`src/rtl/core/pmfe_pkg.sv`:
```
// Package for the parity / Manchester frame encoder: frame sizes, codes and helper functions.
// Depends on nothing; used by the top level.
`default_nettype none

package pmfe_pkg;

  localparam int unsigned RecBits    = 49;
  localparam int unsigned Rows       = 7;
  localparam int unsigned FrameBits  = 72;
  localparam int unsigned CodedBytes = 18;

  localparam logic [4:0] TrailerRst = 5'd8;
  localparam logic [4:0] IdxFirst   = 5'd0;
  localparam logic [4:0] IdxLast    = 5'd17;

  localparam logic [1:0] SymOne  = 2'b01;
  localparam logic [1:0] SymZero = 2'b10;

  typedef logic [FrameBits-1:0] frame_t;

  // Pack record bits, add row parity in each LSB, append the column parity byte twice.
  function automatic frame_t build_frame(input logic [1:0]  version,
                                         input logic        tamper,
                                         input logic        battery_low,
                                         input logic [19:0] meter_id,
                                         input logic [19:0] meter_value,
                                         input logic [4:0]  trailer);
    logic [RecBits-1:0] bits;
    logic [6:0]         row;
    logic [7:0]         rbyte;
    logic [7:0]         col;
    frame_t             frm;
    bits = {version, tamper, battery_low, meter_id, meter_value, trailer};
    col  = '0;
    frm  = '0;
    for (int r = 0; r < Rows; r++) begin
      row   = bits[RecBits-1-7*r -: 7];
      rbyte = {row, ^row};
      col   = col ^ rbyte;
      frm[FrameBits-1-8*r -: 8] = rbyte;
    end
    frm[15:0] = {col, col};
    return frm;
  endfunction

  // Four data bits, MSB first, to four Manchester symbols (1 -> 01, 0 -> 10).
  function automatic logic [7:0] manchester(input logic [3:0] nib);
    logic [7:0] coded;
    coded = '0;
    for (int b = 0; b < 4; b++) begin
      coded[2*b +: 2] = nib[b] ? SymOne : SymZero;
    end
    return coded;
  endfunction

endpackage

`default_nettype wire

```
`src/rtl/core/pmfe_if.sv`:
```
// Valid/ready channel interfaces for the record input and the coded byte output.
// Depends on nothing.
`default_nettype none

interface pmfe_rec_if;
  logic        valid;
  logic        ready;
  logic [1:0]  version;
  logic        tamper;
  logic        battery_low;
  logic [19:0] meter_id;
  logic [19:0] meter_value;

  modport source (output valid, version, tamper, battery_low, meter_id, meter_value,
                  input ready);
  modport sink   (input valid, version, tamper, battery_low, meter_id, meter_value,
                  output ready);
endinterface

interface pmfe_code_if;
  logic       valid;
  logic       ready;
  logic [7:0] coded_byte;
  logic [4:0] byte_index;
  logic       last;

  modport source (output valid, coded_byte, byte_index, last, input ready);
  modport sink   (input valid, coded_byte, byte_index, last, output ready);
endinterface

`default_nettype wire

```
`src/rtl/core/parity_manchester_frame_encoder.sv`:
```
// Top level of the parity / Manchester frame encoder.
// Depends on pmfe_pkg and on the channel interfaces in pmfe_if.sv.
//
// One telemetry record in, eighteen Manchester coded bytes out. The record
// (version, tamper, battery_low, meter_id, meter_value) plus the configured
// 5-bit trailer is packed MSB first into seven 7-bit rows, each row gets an
// even parity LSB, and a column parity byte is appended twice. The nine bytes
// go out as eighteen bytes of four Manchester symbols each (1 -> 01, 0 -> 10),
// with byte_index 0..17 and last set on index 17. The output channel carries
// one coded byte per cycle while the sink keeps ready high: the output byte
// stream is what sets the rate. A record held in the input register waits
// while the previous frame drains, so the next record is taken during that
// drain and frames follow back to back with no gap. The record passes through
// the input register, the frame shifter and the output register before its
// first coded byte is valid. The trailer is sampled when a record is accepted;
// write it only while the block is idle. No clearing pass after reset.
`default_nettype none

module parity_manchester_frame_encoder (
  input  wire logic       clk_i,
  input  wire logic       rst_ni,
  input  wire logic       cfg_we_i,
  input  wire logic [4:0] cfg_wdata_i,
  pmfe_rec_if.sink        rec_i,
  pmfe_code_if.source     code_o
);

  // Config register.
  logic [4:0] trailer_q;

  // Input register: one record plus the trailer it was taken with.
  logic        pend_vld_q;
  logic [1:0]  pend_ver_q;
  logic        pend_tmp_q;
  logic        pend_bat_q;
  logic [19:0] pend_id_q;
  logic [19:0] pend_val_q;
  logic [4:0]  pend_trl_q;

  // Frame shifter: the nine frame bytes, top nibble is the next to code.
  logic             frm_vld_q;
  pmfe_pkg::frame_t frm_q, frm_d;
  logic [4:0]       cnt_q;

  // Output register.
  logic       out_vld_q;
  logic [7:0] out_byte_q;
  logic [4:0] out_idx_q;
  logic       out_last_q;

  logic rec_take;
  logic out_free;
  logic emit;
  logic frm_done;
  logic frm_take;

  assign rec_i.ready = !pend_vld_q;
  assign rec_take    = rec_i.valid && rec_i.ready;

  assign out_free = !out_vld_q || code_o.ready;
  assign emit     = out_free && frm_vld_q;
  assign frm_done = emit && (cnt_q == pmfe_pkg::IdxLast);
  // Load the next frame when the shifter is empty or hands out its last byte.
  assign frm_take = pend_vld_q && (!frm_vld_q || frm_done);

  always_comb begin
    frm_d = pmfe_pkg::build_frame(pend_ver_q, pend_tmp_q, pend_bat_q,
                                  pend_id_q, pend_val_q, pend_trl_q);
  end

  always_ff @(posedge clk_i or negedge rst_ni) begin
    if (!rst_ni) begin
      trailer_q <= pmfe_pkg::TrailerRst;
    end else if (cfg_we_i) begin
      trailer_q <= cfg_wdata_i;
    end
  end

  // Input register.
  always_ff @(posedge clk_i or negedge rst_ni) begin
    if (!rst_ni) begin
      pend_vld_q <= 1'b0;
    end else if (rec_take) begin
      pend_vld_q <= 1'b1;
    end else if (frm_take) begin
      pend_vld_q <= 1'b0;
    end
  end

  always_ff @(posedge clk_i) begin
    if (rec_take) begin
      pend_ver_q <= rec_i.version;
      pend_tmp_q <= rec_i.tamper;
      pend_bat_q <= rec_i.battery_low;
      pend_id_q  <= rec_i.meter_id;
      pend_val_q <= rec_i.meter_value;
      pend_trl_q <= trailer_q;
    end
  end

  // Frame shifter control.
  always_ff @(posedge clk_i or negedge rst_ni) begin
    if (!rst_ni) begin
      frm_vld_q <= 1'b0;
      cnt_q     <= pmfe_pkg::IdxFirst;
    end else if (frm_take) begin
      frm_vld_q <= 1'b1;
      cnt_q     <= pmfe_pkg::IdxFirst;
    end else if (frm_done) begin
      frm_vld_q <= 1'b0;
      cnt_q     <= pmfe_pkg::IdxFirst;
    end else if (emit) begin
      cnt_q <= cnt_q + 5'd1;
    end
  end

  always_ff @(posedge clk_i) begin
    if (frm_take) begin
      frm_q <= frm_d;
    end else if (emit) begin
      frm_q <= {frm_q[pmfe_pkg::FrameBits-5:0], 4'b0000};
    end
  end

  // Output register.
  always_ff @(posedge clk_i or negedge rst_ni) begin
    if (!rst_ni) begin
      out_vld_q <= 1'b0;
    end else if (out_free) begin
      out_vld_q <= emit;
    end
  end

  always_ff @(posedge clk_i) begin
    if (emit) begin
      out_byte_q <= pmfe_pkg::manchester(frm_q[pmfe_pkg::FrameBits-1 -: 4]);
      out_idx_q  <= cnt_q;
      out_last_q <= (cnt_q == pmfe_pkg::IdxLast);
    end
  end

  assign code_o.valid      = out_vld_q;
  assign code_o.coded_byte = out_byte_q;
  assign code_o.byte_index = out_idx_q;
  assign code_o.last       = out_last_q;

  // The byte counter only runs while a frame is loaded.
  a_cnt_idle: assert property (@(posedge clk_i) disable iff (!rst_ni)
    (cnt_q != pmfe_pkg::IdxFirst) |-> frm_vld_q)
    else $error("byte counter running with no frame loaded");

  // Last flag marks exactly the final coded byte.
  a_last_idx: assert property (@(posedge clk_i) disable iff (!rst_ni)
    out_vld_q |-> (out_last_q == (out_idx_q == pmfe_pkg::IdxLast)))
    else $error("last flag does not match byte index");

  // A transaction with index k is followed by k+1; this check covers only k+1 within a frame, not the wrap to 0.
  a_idx_seq: assert property (@(posedge clk_i) disable iff (!rst_ni)
    (out_vld_q && code_o.ready && !out_last_q && frm_vld_q) |=>
      (out_vld_q && out_idx_q == $past(out_idx_q) + 5'd1))
    else $error("coded byte index skipped or repeated");

endmodule

`default_nettype wire
```
`src/flat_wrapper.sv`:
```
// flat-port wrapper written by rule: the top's interface ports become plain ports
module parity_manchester_frame_encoder_flat 
  (clk_i, rst_ni, cfg_we_i, cfg_wdata_i, rec_i_valid, rec_i_version, rec_i_tamper, rec_i_battery_low, rec_i_meter_id, rec_i_meter_value, rec_i_ready, code_o_valid, code_o_coded_byte, code_o_byte_index, code_o_last, code_o_ready);
  pmfe_rec_if rec_i_i ();
  pmfe_code_if code_o_i ();
  input  wire logic clk_i;
  input  wire logic rst_ni;
  input  wire logic cfg_we_i;
  input  wire logic [4:0] cfg_wdata_i;
  input wire logic [$bits(rec_i_i.valid)-1:0] rec_i_valid;
  input wire logic [$bits(rec_i_i.version)-1:0] rec_i_version;
  input wire logic [$bits(rec_i_i.tamper)-1:0] rec_i_tamper;
  input wire logic [$bits(rec_i_i.battery_low)-1:0] rec_i_battery_low;
  input wire logic [$bits(rec_i_i.meter_id)-1:0] rec_i_meter_id;
  input wire logic [$bits(rec_i_i.meter_value)-1:0] rec_i_meter_value;
  output wire logic [$bits(rec_i_i.ready)-1:0] rec_i_ready;
  output wire logic [$bits(code_o_i.valid)-1:0] code_o_valid;
  output wire logic [$bits(code_o_i.coded_byte)-1:0] code_o_coded_byte;
  output wire logic [$bits(code_o_i.byte_index)-1:0] code_o_byte_index;
  output wire logic [$bits(code_o_i.last)-1:0] code_o_last;
  input wire logic [$bits(code_o_i.ready)-1:0] code_o_ready;
  assign rec_i_i.valid = rec_i_valid;
  assign rec_i_i.version = rec_i_version;
  assign rec_i_i.tamper = rec_i_tamper;
  assign rec_i_i.battery_low = rec_i_battery_low;
  assign rec_i_i.meter_id = rec_i_meter_id;
  assign rec_i_i.meter_value = rec_i_meter_value;
  assign rec_i_ready = rec_i_i.ready;
  assign code_o_valid = code_o_i.valid;
  assign code_o_coded_byte = code_o_i.coded_byte;
  assign code_o_byte_index = code_o_i.byte_index;
  assign code_o_last = code_o_i.last;
  assign code_o_i.ready = code_o_ready;
  parity_manchester_frame_encoder u_core (.clk_i(clk_i), .rst_ni(rst_ni), .cfg_we_i(cfg_we_i), .cfg_wdata_i(cfg_wdata_i), .rec_i(rec_i_i), .code_o(code_o_i));
endmodule
```
`config.mk`:
```
export PLATFORM = sky130hd
export DESIGN_NAME = parity_manchester_frame_encoder_flat
export DESIGN_NICKNAME = d
export VERILOG_FILES = /design/src/rtl/core/pmfe_pkg.sv /design/src/rtl/core/pmfe_if.sv /design/src/rtl/core/parity_manchester_frame_encoder.sv /design/src/flat_wrapper.sv
export SDC_FILE = /design/constraint.sdc
export NUM_CORES = 1
export LEC_CHECK = 0
export ABC_AREA = 1
export BUFFER_PORTS_ARGS = -buffer_cell sky130_fd_sc_hd__buf_2
export CELL_PAD_IN_SITES_DETAIL_PLACEMENT = 1
export CELL_PAD_IN_SITES_GLOBAL_PLACEMENT = 2
export CORE_MARGIN = 2
export CORE_UTILIZATION = 40
export CTS_BUF_LIST = sky130_fd_sc_hd__clkbuf_4 sky130_fd_sc_hd__clkbuf_8
export DETAILED_ROUTE_END_ITERATION = 7
export GPL_ROUTABILITY_DRIVEN = 1
export PLACE_DENSITY = 0.81
export SETUP_SLACK_MARGIN = 0.3
export SKIP_CTS_REPAIR_TIMING = 1
export SLEW_MARGIN = 20
export SYNTH_ARGS = -nofsm -noshare
export SYNTH_HDL_FRONTEND = slang
export SYNTH_SLANG_ARGS = --single-unit
```
`constraint.sdc`:
```
create_clock -name clk_i -period 4.06 [get_ports clk_i]
set_clock_uncertainty 0.1 [all_clocks]
set_input_delay 0.406 -clock clk_i [delete_from_list [all_inputs] [get_ports clk_i]]
set_output_delay 0.406 -clock clk_i [all_outputs]
set_load 0.005 [all_outputs]
```
# Word level (Yosys, flattened, before mapping)
# Cells that the tools add are included.
# Widths: inputs -> output; s select.
word_totals:
  register_bits: 148
  input_bits: 54
  output_inout_bits: 16
  wordCells: 56
op_classes:
  n_addsub: 1
  eq_ne: 1
  n_mux: 13
  bitwise_logic: 6
  n_reduce_logical: 20
op_table:
  columns: ["operator", "count"]
  rows:
  - ["$mux 72", 2]
  - ["$reduce_xor 7->1", 7]
  - ["$xor 8x8->8", 6]
  - ["$mux 5", 3]
  - ["$mux 2", 4]
  - ["$reduce_bool 2->1", 3]
  - ["$add 5x1->5 const B", 1]
  - ["$eq 5x5->1 const B", 1]
  - ["$logic_and 1x1->1", 4]
  - ["$mux 1", 4]
  - ["$logic_not 1->1", 3]
  - ["$reduce_bool 3->1", 1]
  - ["$logic_or 1x1->1", 2]

# Depth between registers and ports, before layout
# Gate-level depths: netlist of run 1.
depth:
  word_depth: 8
  mapped_depth: 16
  depth_no_buf: 16

# Least setup slack after synthesis of run 1
# Ideal clock, no wire load.
synth_path:
  path_type: "input -> register"
  startpoint: "input code_o_ready"
  endpoint: "register u_core.cnt_q[4]"
  setup_ps: 129
  arrival_time_ps: 2988
  t_required_ps: 3831
  slack_ps: 842
  stages: 9
  n_path_buf: 0
  cell_sequence: "inv_1 nand2_1 nand2_1 inv_1 a21oi_1 inv_1 nand4_1 o21ai_0 a21oi_1"
synth_via:
  elab_chain_len: 6
  elab_cells_between_ends: 8
  cone_classes: "mux: 2; reduce/logical: 6"
synth_lines:
  columns: ["element", "line", "rtl"]
  rows:
  - ["start, declared", "flat_wrapper.sv:21", "input wire logic [$bits(code_o_i.ready)-1:0] code_o_ready;"]
  - ["$logic_or 1x1->1 (*)", "parity_manchester_frame_encoder.sv:60", "assign out_free = !out_vld_q || code_o.ready;"]
  - ["$logic_and 1x1->1 (*)", "parity_manchester_frame_encoder.sv:61", "assign emit = out_free && frm_vld_q;"]
  - ["net u_core.emit", "parity_manchester_frame_encoder.sv:53", "logic emit;"]
  - ["$logic_and 1x1->1", "parity_manchester_frame_encoder.sv:62", "assign frm_done = emit && (cnt_q == pmfe_pkg::IdxLast);"]
  - ["$logic_or 1x1->1", "parity_manchester_frame_encoder.sv:64", "assign frm_take = pend_vld_q && (!frm_vld_q || frm_done);"]
  - ["$logic_and 1x1->1", "parity_manchester_frame_encoder.sv:64", null]
  - ["$reduce_bool 3->1 (no source line) or $mux 5 (tied branches)", null, null]
  - ["end signal, assigned", "parity_manchester_frame_encoder.sv:105", "cnt_q <= pmfe_pkg::IdxFirst;"]
  - ["end signal, assigned", "parity_manchester_frame_encoder.sv:108", "cnt_q <= pmfe_pkg::IdxFirst;"]
  - ["end signal, assigned", "parity_manchester_frame_encoder.sv:111", "cnt_q <= pmfe_pkg::IdxFirst;"]
  - ["end, declared", "parity_manchester_frame_encoder.sv:43", "logic [4:0] cnt_q;"]
# Mark *: on every way through the listed nets, which the timed path passes. The rest lies on a longest branch.
# A chain may end at the register's enable or synchronous reset.

# Worst setup path in the final report of run 1
layout_path:
  startpoint: "register u_core.out_vld_q (netlist: u_core.code_o.valid)"
  endpoint: "register u_core.frm_q[63] (enable)"
layout_via:
  elab_chain_len: 7
layout_lines:
  columns: ["element", "line", "rtl"]
  rows:
  - ["start, declared", "parity_manchester_frame_encoder.sv:46", "logic out_vld_q;"]
  - ["start signal, assigned", "parity_manchester_frame_encoder.sv:130", "out_vld_q <= emit;"]
  - ["$logic_not 1->1 (*)", "parity_manchester_frame_encoder.sv:60", null]
  - ["$logic_or 1x1->1 (*)", "parity_manchester_frame_encoder.sv:60", null]
  - ["$logic_and 1x1->1 (*)", "parity_manchester_frame_encoder.sv:61", null]
  - ["net u_core.emit", "parity_manchester_frame_encoder.sv:53", null]
  - ["$logic_and 1x1->1", "parity_manchester_frame_encoder.sv:62", null]
  - ["$logic_or 1x1->1", "parity_manchester_frame_encoder.sv:64", null]
  - ["$logic_and 1x1->1", "parity_manchester_frame_encoder.sv:64", null]
  - ["$reduce_bool 2->1 (no source line) (*)", null, null]
  - ["end signal, assigned", "parity_manchester_frame_encoder.sv:119", "frm_q <= frm_d;"]
  - ["end signal, assigned", "parity_manchester_frame_encoder.sv:121", "frm_q <= {frm_q[pmfe_pkg::FrameBits-5:0], 4'b0000};"]
  - ["end, declared", "parity_manchester_frame_encoder.sv:42", "pmfe_pkg::frame_t frm_q, frm_d;"]
# Marked as above.

==> run summary, run 1 <==
Run status: finished clean
Clock transition at path regs: 0.09 ns
#FFs+latches synth: 148
Final Util: 0.484
WP data required: 4.09 ns
CP endpoint kind: flip-flop
Setup crit end: u_core.frm_q[63]$_DFFE_PP_
Initial antenna violation count: 0
1st-iter DRT viols: 295
CTS tree: built
FF-to-FF path depth: 6
Most frequent cells in the layout: nand2_1 (275), edfxtp_1 (135), buf_2 (69), inv_1 (64)
Final setup violation count: 0
Worst setup margin: 1.70 ns
Crit Path Max Fanout: 56
PortBufs: 69
Gr usage total: 0.186
Skew-Pair Late Insertion Delay: 0.46 ns
Slew Viols, Final: 0
Detail Route Antenna Nets: 0
Hold/Removal Path Class: input port to flip-flop
Max-cap violations: 0
Synth area leader: edfxtp_1
Synth top area cells: edfxtp_1 (59%), nand2_1 (15%), dfrtp_1 (4.4%), inv_1 (3.6%), xnor2_1 (3.5%)
Library cells used by synthesis: 26
Root Buffer: clkbuf_8
Worst setup SP type: flip-flop
Die width: 135 um
Critical Path AT: 2.38 ns
Die height: 135 um
H-tree Lvls: 4
Synth warn: 0
CTS sink cnt: 148
Worst slack at placement: 1.58 ns
Setup TNS: 0 ns
Most common cell after layout, fill and taps aside: nand2_1
N_diodes: 0
Die ar.: 18200 sq um
Yosys top cell area share: 0.592
Cell Pwr Density: 448 nW/um^2
Fill cells: 1910
Crit path from: u_core.code_o.valid$_DFFE_PN0P_
Final period util: 0.581
R2r startpoint: u_core.code_o.valid$_DFFE_PN0P_
Critical path class: flip-flop to flip-flop
Via count: 4877
Worst IR Drop VDD: 0.229 mV
RSZ-0062 raised after global routing: no
Fmax: 0.424 GHz
Hold path startpoint: rec_i_meter_value[7]
Worst-Margin Slew: 0.862 ns
Flop2flop setup slack: 1.70 ns
Number of global-route vias before repair: 5073
Detailed Place HPWL: 11500 um
Min cycle time layout: 2.36 ns
I/O pin total: 70
Drt via density: 4.84
Core area: 16600 sq um
Post-synthesis sequential area ratio: 0.639
Gate Count Post-Synth: 669
Routed length per placed instance: 16.1 um
# rows: 47
Area Growth Syn to Fin: 17.7%
Grt total ovfl: 0
Total Wirelength: 16200 um
Largest net degree at the start of global routing: 116
CTS Buffer Depth: 2
Reg-to-Reg End: u_core.frm_q[63]$_DFFE_PP_
Mapped Avg Cell Area: 10.2 sq um
Final Power: 3.61 mW
Syn nets: 725
# DRC: 0
Nets: 830
Num CTS Buffers: 17
Leak: 3.65 nW
Final hold vios: 0
RD Place Congestion: 0.810
Slew margin rel.: 0.424
Share of layout cells above drive strength 1: 0.161
Cell Area, Synth: 6850 sq um
First-pass GRT wire length: 25400 um
Starting Density: 0.412
DR pass1 iterations: 4
## final cells by class
type / count / area [sq um] / share of cell area
Tap cell: 220 / 275 / 0.0341
Clock buffer: 17 / 234 / 0.0290
Clock inverter: 15 / 133 / 0.0164
Sequential cell: 148 / 4380 / 0.543
Inverter: 66 / 248 / 0.0307
Timing Repair Buffer: 100 / 671 / 0.0832
Multi-Input combinational cell: 441 / 2120 / 0.263
## cell families after synthesis
kind of cell             synth area share
flip-flops                          0.639
AO/OA/AOI/OAI                      0.0482
multiplexers                      0.00822
AND/OR/NAND/NOR                     0.187
XOR/XNOR                           0.0614
buffers and inverters              0.0519
adder cells (fa/ha/maj)           0.00365
## state kept, by name, indices dropped and copies added (netlist names)
| register | flops |
|---|---|
| u_core.pend_tmp_q | 1 |
| u_core.cnt_q | 5 |
| u_core.code_o.valid | 1 |
| u_core.pend_ver_q | 2 |
| u_core.pend_val_q | 20 |
| u_core.frm_q | 72 |
| u_core.pend_vld_q | 1 |
| u_core.code_o.byte_index | 5 |
| u_core.code_o.last | 1 |
| u_core.trailer_q | 5 |
| u_core.code_o.coded_byte | 8 |
| u_core.pend_id_q | 20 |
| u_core.pend_trl_q | 5 |
| u_core.pend_bat_q | 1 |
| u_core.frm_vld_q | 1 |
## worst max-delay path: stages (launching register included)
cell     delay [ns]
dfrtp_1        0.38
nand2_1        0.10
nand2_1        0.08
inv_1          0.43
a21oi_1        0.14
inv_2          0.39
buf_12         0.35
## power by group
part           total (mW)  internal [mW]  switching (mW)
clock network        1.09          0.449           0.643
registers            1.97           1.87          0.0995
logic               0.542          0.209           0.332
## cells in the mapped netlist
cell	number
nand2_1	275
edfxtp_1	135
inv_1	65
nand3_1	27
xnor2_1	27
o21ai_0	26
xor2_1	21
o21ai_1	19
dfrtp_1	12
nor2_1	12
a21oi_1	11
buf_6	6
mux2_2	5
o21ai_2	5
clkbuf_1	4
nor2_2	3
or2_2	3
buf_2	2
buf_4	2
ha_1	2
nand3_2	2
dfstp_2	1
inv_2	1
nand2_2	1
nand4_1	1
o22ai_1	1
## routing by layer
layer	vias up	wire length (um)	track usage
met3	18	665	0.0409
met4	0	238	0.0602
li1	2398	-	-
met5	-	0	0
met1	2369	7190	0.237
met2	92	8130	0.317
## stage by stage
step / hold slack [ns] / cells / instance area, sq um
floorplan: 0.0104 / 669 / 6850
global placement: 0.224 / 948 / 7430
detailed placement: 0.232 / 948 / 7430
CTS: -0.283 / 980 / 7790
global route: 0.000243 / 1007 / 8060
finish: 0.0185 / 1007 / 8060
## how the worst min path moves through the flow
stage / endpoint / slack, ns / cells after the start
final: u_core.pend_val_q[7]$_DFFE_PP_ / 0.02 / 1
after global routing: u_core.pend_id_q[18]$_DFFE_PP_ / 0.0002 / 1
after CTS: u_core.pend_vld_q$_DFFE_PN0P_ / -0.28 / 1
after detailed placement: u_core.pend_vld_q$_DFFE_PN0P_ / 0.23 / 1
after global placement: u_core.frm_vld_q$_DFFE_PN0P_ / 0.22 / 1
after floorplan: u_core.cnt_q[0]$_DFFE_PN0P_ / 0.01 / 0
No activity file was read; power rests on OpenSTA's default activity.
==> run 2, diff against run 1 <==
==> constraint.sdc (replaced) <==
create_clock -name clk_i -period 2.5 [get_ports clk_i]
set_clock_uncertainty 0.1 [all_clocks]
set_input_delay 0.25 -clock clk_i [delete_from_list [all_inputs] [get_ports clk_i]]
set_output_delay 0.25 -clock clk_i [all_outputs]
set_load 0.005 [all_outputs]
==> run summary, run 2 (synthesis gave the netlist of run 1 again) <==
Hold/Removal Path Class: input port to flip-flop (unchanged)
Num CTS Buffers: 17 (unchanged)
Dpl cell area: 7450 sq um (was 7430 sq um)
Via count: 4967 (was 4877)
Final period util: 0.797 (was 0.581)
RD Place Congestion: 0.773 (was 0.810)
Final hold vios: 0 (unchanged)
Critical path class: flip-flop to flip-flop (unchanged)
Max FFs per register: 72 (unchanged)
Final hold slack: 0.0132 ns (was 0.0185 ns)
Final setup violation count: 0 (unchanged)
Internal: 4.23 mW (was 2.53 mW)
Comb power frac: 0.156 (was 0.150)
Crit-path slowest cell: edfxtp_1 (was inv_1)
1st-iter DRT viols: 327 (was 295)
Run status: finished clean (unchanged)
Worst setup SP type: flip-flop (unchanged)
Final Power: 5.95 mW (was 3.61 mW)
CTS sink cnt: 148 (unchanged)
Switching fraction of total power: 0.289 (was 0.298)
Root Buffer: clkbuf_8 (unchanged)
Max incr delay on CP: 0.49 ns (was 0.43 ns)
NetSw: 1.72 mW (was 1.07 mW)
First-pass GRT wire length: 24900 um (was 25400 um)
WP data required: 2.62 ns (was 4.09 ns)
Most frequent cells in the layout: nand2_1 (275), edfxtp_1 (135), buf_2 (69), inv_1 (63), dlygate4sd3_1 (52) (was nand2_1 (275), edfxtp_1 (135), buf_2 (69), inv_1 (64))
Critical Path AT: 2.12 ns (was 2.38 ns)
Slew Viols, Final: 0 (unchanged)
Drt via density: 4.79 (was 4.84)
Max-cap violations: 0 (unchanged)
CTS Buffer Depth: 2 (unchanged)
RSZ-0062 raised after global routing: no (unchanged)
Critical Path Most Common Cell: xnor2_1 (was nand2_1)
Detailed Place HPWL: 11400 um (was 11500 um)
# rows: 47 (unchanged)
Worst setup margin: 0.506 ns (was 1.70 ns)
CP endpoint kind: flip-flop (unchanged)
Met1 Usage GRT: 0.240 (was 0.237)
Total Wirelength: 16900 um (was 16200 um)
N_diodes: 0 (unchanged)
Crit Path Max Fanout: 4 (was 56)
Met2 Usage GRT: 0.302 (was 0.317)
Cell Pwr Density: 709 nW/um^2 (was 448 nW/um^2)
GRT busiest layer: met2 (unchanged)
Die height: 135 um (unchanged)
Share of layout cells above drive strength 1: 0.164 (was 0.161)
Die width: 135 um (unchanged)
Grt total ovfl: 0 (unchanged)
I/O pin total: 70 (unchanged)
Sequential Power Share: 0.538 (was 0.547)
Met3 Usage GRT: 0.0458 (was 0.0409)
Core area: 16600 sq um (unchanged)
Detail Route Antenna Nets: 0 (unchanged)
Clock transition at path regs: 0.09 ns (about the same)
# DRC: 0 (unchanged)
CTS tree: built (unchanged)
Worst-path cell chain: xnor2_1 > xor2_1 > xnor2_1 > or2_2 > nand3_1 > nand2_1 (was nand2_1 > nand2_1 > inv_1 > a21oi_1 > inv_2 > buf_12)
Initial antenna violation count: 0 (unchanged)
DR pass1 iterations: 5 (was 4)
Min cycle time layout: 1.99 ns (was 2.36 ns)
Nets: 859 (was 830)
Worst IR Drop VDD: 0.424 mV (was 0.229 mV)
Slew margin rel.: 0.684 (was 0.424)
Flop2flop setup slack: 0.51 ns (was 1.70 ns)
H-tree Lvls: 4 (unchanged)
Area Growth Syn to Fin: 22.5% (was 17.7%)
Die ar.: 18200 sq um (unchanged)
Worst-Margin Slew: 0.474 ns (was 0.862 ns)
Fmax: 0.502 GHz (was 0.424 GHz)
Leading registers by flop count: u_core.frm_q x72, u_core.pend_id_q x20, u_core.pend_val_q x20 (unchanged)
Largest net degree at the start of global routing: 116 (unchanged)
Routed length per placed instance: 16.3 um (was 16.1 um)
Starting Density: 0.412 (unchanged)
Worst slack at placement: 0.420 ns (was 1.58 ns)
Number of global-route vias before repair: 4850 (was 5073)
Skew-Pair Late Insertion Delay: 0.47 ns (was 0.46 ns)
Leak: 3.78 nW (was 3.65 nW)
Gr usage total: 0.182 (was 0.186)
Clock power share: 0.306 (was 0.303)
Fin area: 8390 sq um (was 8060 sq um)
PortBufs: 69 (unchanged)
Biggest register: u_core.frm_q (unchanged)
Most common cell after layout, fill and taps aside: nand2_1 (unchanged)
-- run 2: changes by cell type in the layout (fill, tap and decap cells not counted), sizes merged --
cell         delta
dlygate4sd3    +25
bufinv          +1
inv             -5
buf             +3
clkinvlp        +4
clkbuf          +1
-- run 2: layout make-up --
type	count	area, sq um
clock buffers	17	234
fillers	1858	8250
flip-flops and latches	148	4380
inverters	66	251
multi-input cells	441	2130
well taps	220	275
clock inverters	15	146
repair buffers	129	976
-- run 2: final timing paths --
check / startpoint / end / depth (start not counted)
max: u_core.pend_id_q[3]$_DFFE_PP_ / u_core.frm_q[9]$_DFFE_PP_ / 6
min: cfg_we_i / u_core.trailer_q[1]$_DFFE_PN0P_ / 2
max reg2reg: u_core.pend_id_q[3]$_DFFE_PP_ / u_core.frm_q[9]$_DFFE_PP_ / 6
min reg2reg: u_core.trailer_q[4]$_DFFE_PN0P_ / u_core.pend_trl_q[4]$_DFFE_PP_ / 0
max in group asynchronous: rst_ni / u_core.trailer_q[3]$_DFFE_PN1P_ / 2
min in group asynchronous: rst_ni / u_core.trailer_q[2]$_DFFE_PN0P_ / 2
-- run 2: through the flow --
stage	instances	utilization	TNS, ns
detailed placement	950	0.448	0
global placement	950	0.448	0
global route	1036	0.504	0
finish	1036	0.504	0
CTS	982	0.470	0
floorplan	669	-	-3.19
-- run 2: routing by layer --
layer	routed length, um	vias to the layer above
met3	718	15
met4	168	0
met1	7650	2407
met2	8340	88
met5	0	-
li1	-	2457
-- run 2: critical path: cells and delay by family (launching register included) --
kind                      cells  cell delay [ns]
xor gates and xnor gates      3             0.73
and+or+nand+nor               3             0.43
DFF                           1             0.49
-- run 2: power by group through the flow --
stage | clock (mW) | sequential, mW | combinational, mW
after floorplan | 0 | 3.21 | 0.589
after global placement | 0 | 3.24 | 0.813
after detailed placement | 0 | 3.26 | 0.854
after CTS | 1.86 | 3.21 | 0.860
after global routing | 1.96 | 3.24 | 1.06
final | 1.82 | 3.20 | 0.926
==> run 3, diff against run 2 <==
==> constraint.sdc (replaced) <==
create_clock -name clk_i -period 1.9 [get_ports clk_i]
set_clock_uncertainty 0.1 [all_clocks]
set_input_delay 0.19 -clock clk_i [delete_from_list [all_inputs] [get_ports clk_i]]
set_output_delay 0.19 -clock clk_i [all_outputs]
set_load 0.005 [all_outputs]
==> run summary, run 3 (synthesis gave the netlist of run 1 again) <==
Run status: complete, but fails checks (was finished clean)
Failing checks: negative setup slack
Hold/Removal Path Class: input port to asynchronous set/reset pin (was input port to flip-flop)
Initial antenna violation count: 0 (unchanged)
Min cycle time layout: 2.02 ns (was 1.99 ns)
RD Place Congestion: 0.817 (was 0.773)
Final hold slack: 0.0593 ns (was 0.0132 ns)
Met3 Usage GRT: 0.0465 (was 0.0458)
Nets: 939 (was 859)
Core area: 16600 sq um (unchanged)
CTS tree: built (unchanged)
Largest net degree at the start of global routing: 59 (was 116)
Drt via density: 4.90 (was 4.79)
PortBufs: 69 (unchanged)
Final setup violation count: 74 (was 0)
Number of global-route vias before repair: 4990 (was 4850)
Final hold vios: 0 (unchanged)
Leak: 4.30 nW (was 3.78 nW)
DR pass1 iterations: 5 (unchanged)
CP endpoint kind: flip-flop (unchanged)
Worst setup SP type: flip-flop (unchanged)
Met2 Usage GRT: 0.337 (was 0.302)
Crit Path Max Fanout: 10 (was 4)
Worst-Margin Slew: 0.498 ns (was 0.474 ns)
First-pass GRT wire length: 26000 um (was 24900 um)
Detailed Place HPWL: 12100 um (was 11400 um)
Final Power: 8.54 mW (was 5.95 mW)
Most frequent cells in the layout: nand2_1 (193), edfxtp_1 (135), nand2_2 (69), buf_2 (69), buf_4 (63) (was nand2_1 (275), edfxtp_1 (135), buf_2 (69), inv_1 (63), dlygate4sd3_1 (52))
Fmax: 0.495 GHz (was 0.502 GHz)
Slew margin rel.: 0.668 (was 0.684)
Die height: 135 um (unchanged)
Flop2flop setup slack: -0.12 ns (was 0.51 ns)
Skew-Pair Late Insertion Delay: 0.46 ns (was 0.47 ns)
Total Wirelength: 20100 um (was 16900 um)
Worst IR Drop VDD: 0.560 mV (was 0.424 mV)
Via count: 5472 (was 4967)
CTS sink cnt: 148 (unchanged)
Met1 Usage GRT: 0.240 (about the same)
# rows: 47 (unchanged)
Gr usage total: 0.193 (was 0.182)
Root Buffer: clkbuf_8 (unchanged)
FF-to-FF path depth: 11 (was 6)
R2r startpoint: u_core.cnt_q[1]$_DFFE_PN0P_ (was u_core.pend_id_q[3]$_DFFE_PP_)
Worst setup margin: -0.118 ns (was 0.506 ns)
RSZ-0062 raised after global routing: yes (was no)
Clock transition at path regs: 0.08 ns (was 0.09 ns)
1st-iter DRT viols: 232 (was 327)
Max-cap violations: 0 (unchanged)
Critical path class: flip-flop to flip-flop (unchanged)
Leading registers by flop count: u_core.frm_q x72, u_core.pend_id_q x20, u_core.pend_val_q x20 (unchanged)
WP data required: 2.01 ns (was 2.62 ns)
Cell Pwr Density: 880 nW/um^2 (was 709 nW/um^2)
Starting Density: 0.412 (unchanged)
# DRC: 0 (unchanged)
I/O pin total: 70 (unchanged)
Num CTS Buffers: 17 (unchanged)
Most common cell after layout, fill and taps aside: nand2_1 (unchanged)
Grt total ovfl: 0 (unchanged)
Routed length per placed instance: 18.1 um (was 16.3 um)
Reg-to-Reg End: u_core.frm_q[63]$_DFFE_PP_ (was u_core.frm_q[9]$_DFFE_PP_)
Worst slack at placement: -0.0540 ns (was 0.420 ns)
H-tree Lvls: 4 (unchanged)
CTS Buffer Depth: 2 (unchanged)
Final period util: 1.06 (was 0.797)
Die width: 135 um (unchanged)
Slew Viols, Final: 0 (unchanged)
Area Growth Syn to Fin: 41.7% (was 22.5%)
Die ar.: 18200 sq um (unchanged)
Biggest register: u_core.frm_q (unchanged)
Max FFs per register: 72 (unchanged)
Share of layout cells above drive strength 1: 0.390 (was 0.164)
N_diodes: 0 (unchanged)
GRT busiest layer: met2 (unchanged)
Critical Path AT: 2.13 ns (was 2.12 ns)
Detail Route Antenna Nets: 0 (unchanged)
run 3: layer usage:
metal / share of wire / up-vias
met5: 0 / -
met4: 0.024 / 0
met3: 0.041 / 33
met2: 0.52 / 125
met1: 0.41 / 2699
li1: - / 2615
run 3: worst max path at each step:
stage / startpoint / end / slack [ns] / cells past startpoint
after floorplan: u_core.code_o.valid$_DFFE_PN0P_ / u_core.cnt_q[4]$_DFFE_PN0P_ / -0.76 / 8
after global placement: u_core.pend_val_q[17]$_DFFE_PP_ / u_core.frm_q[8]$_DFFE_PP_ / -0.0007 / 14
after detailed placement: u_core.pend_val_q[17]$_DFFE_PP_ / u_core.frm_q[8]$_DFFE_PP_ / -0.05 / 14
after CTS: u_core.pend_val_q[17]$_DFFE_PP_ / u_core.frm_q[8]$_DFFE_PP_ / -0.14 / 14
after global routing: u_core.code_o.valid$_DFFE_PN0P_ / u_core.cnt_q[4]$_DFFE_PN0P_ / -0.22 / 9
final: u_core.cnt_q[1]$_DFFE_PN0P_ / u_core.frm_q[63]$_DFFE_PP_ / -0.12 / 11
run 3: per-stage QoR:
| step | std cells | cell area, sq um | util | TNS (ns) |
|---|---|---|---|---|
| after floorplan | 669 | 6930 | - | -48.19 |
| after global placement | 977 | 7710 | 0.463 | -0.000747 |
| after detailed placement | 977 | 7710 | 0.463 | -0.207 |
| after CTS | 1009 | 8090 | 0.486 | -0.984 |
| after global routing | 1116 | 9710 | 0.583 | -12.41 |
| final | 1116 | 9710 | 0.583 | -5.71 |
run 3: worst max-delay path, cell delays in order, from the launching register on:
cell	delay, ns
dfrtp_1	0.40
inv_2	0.10
ha_4	0.15
nand3_4	0.09
nor2_4	0.16
nor2_4	0.05
nor2_4	0.20
buf_12	0.16
inv_12	0.05
clkbuf_16	0.17
nand2_1	0.08
o21ai_1	0.06
run 3: power by group:
part	switching [mW]	internal [mW]	total (mW)	leakage [nW]
combinational	1.02	0.860	1.88	2.69
sequential	0.220	4.01	4.23	1.43
clock	1.24	1.19	2.43	0.185
total	2.48	6.06	8.54	4.30
run 3: layout make-up:
type                    instances  area, sq um
clock buffers                  19          249
clock inverters                13          135
fillers                      1780         6940
inverters                      66          264
multi-input cells             441         2640
flip-flops and latches        148         4380
well taps                     220          275
repair buffers                208         1760
repair inverters                1         8.76
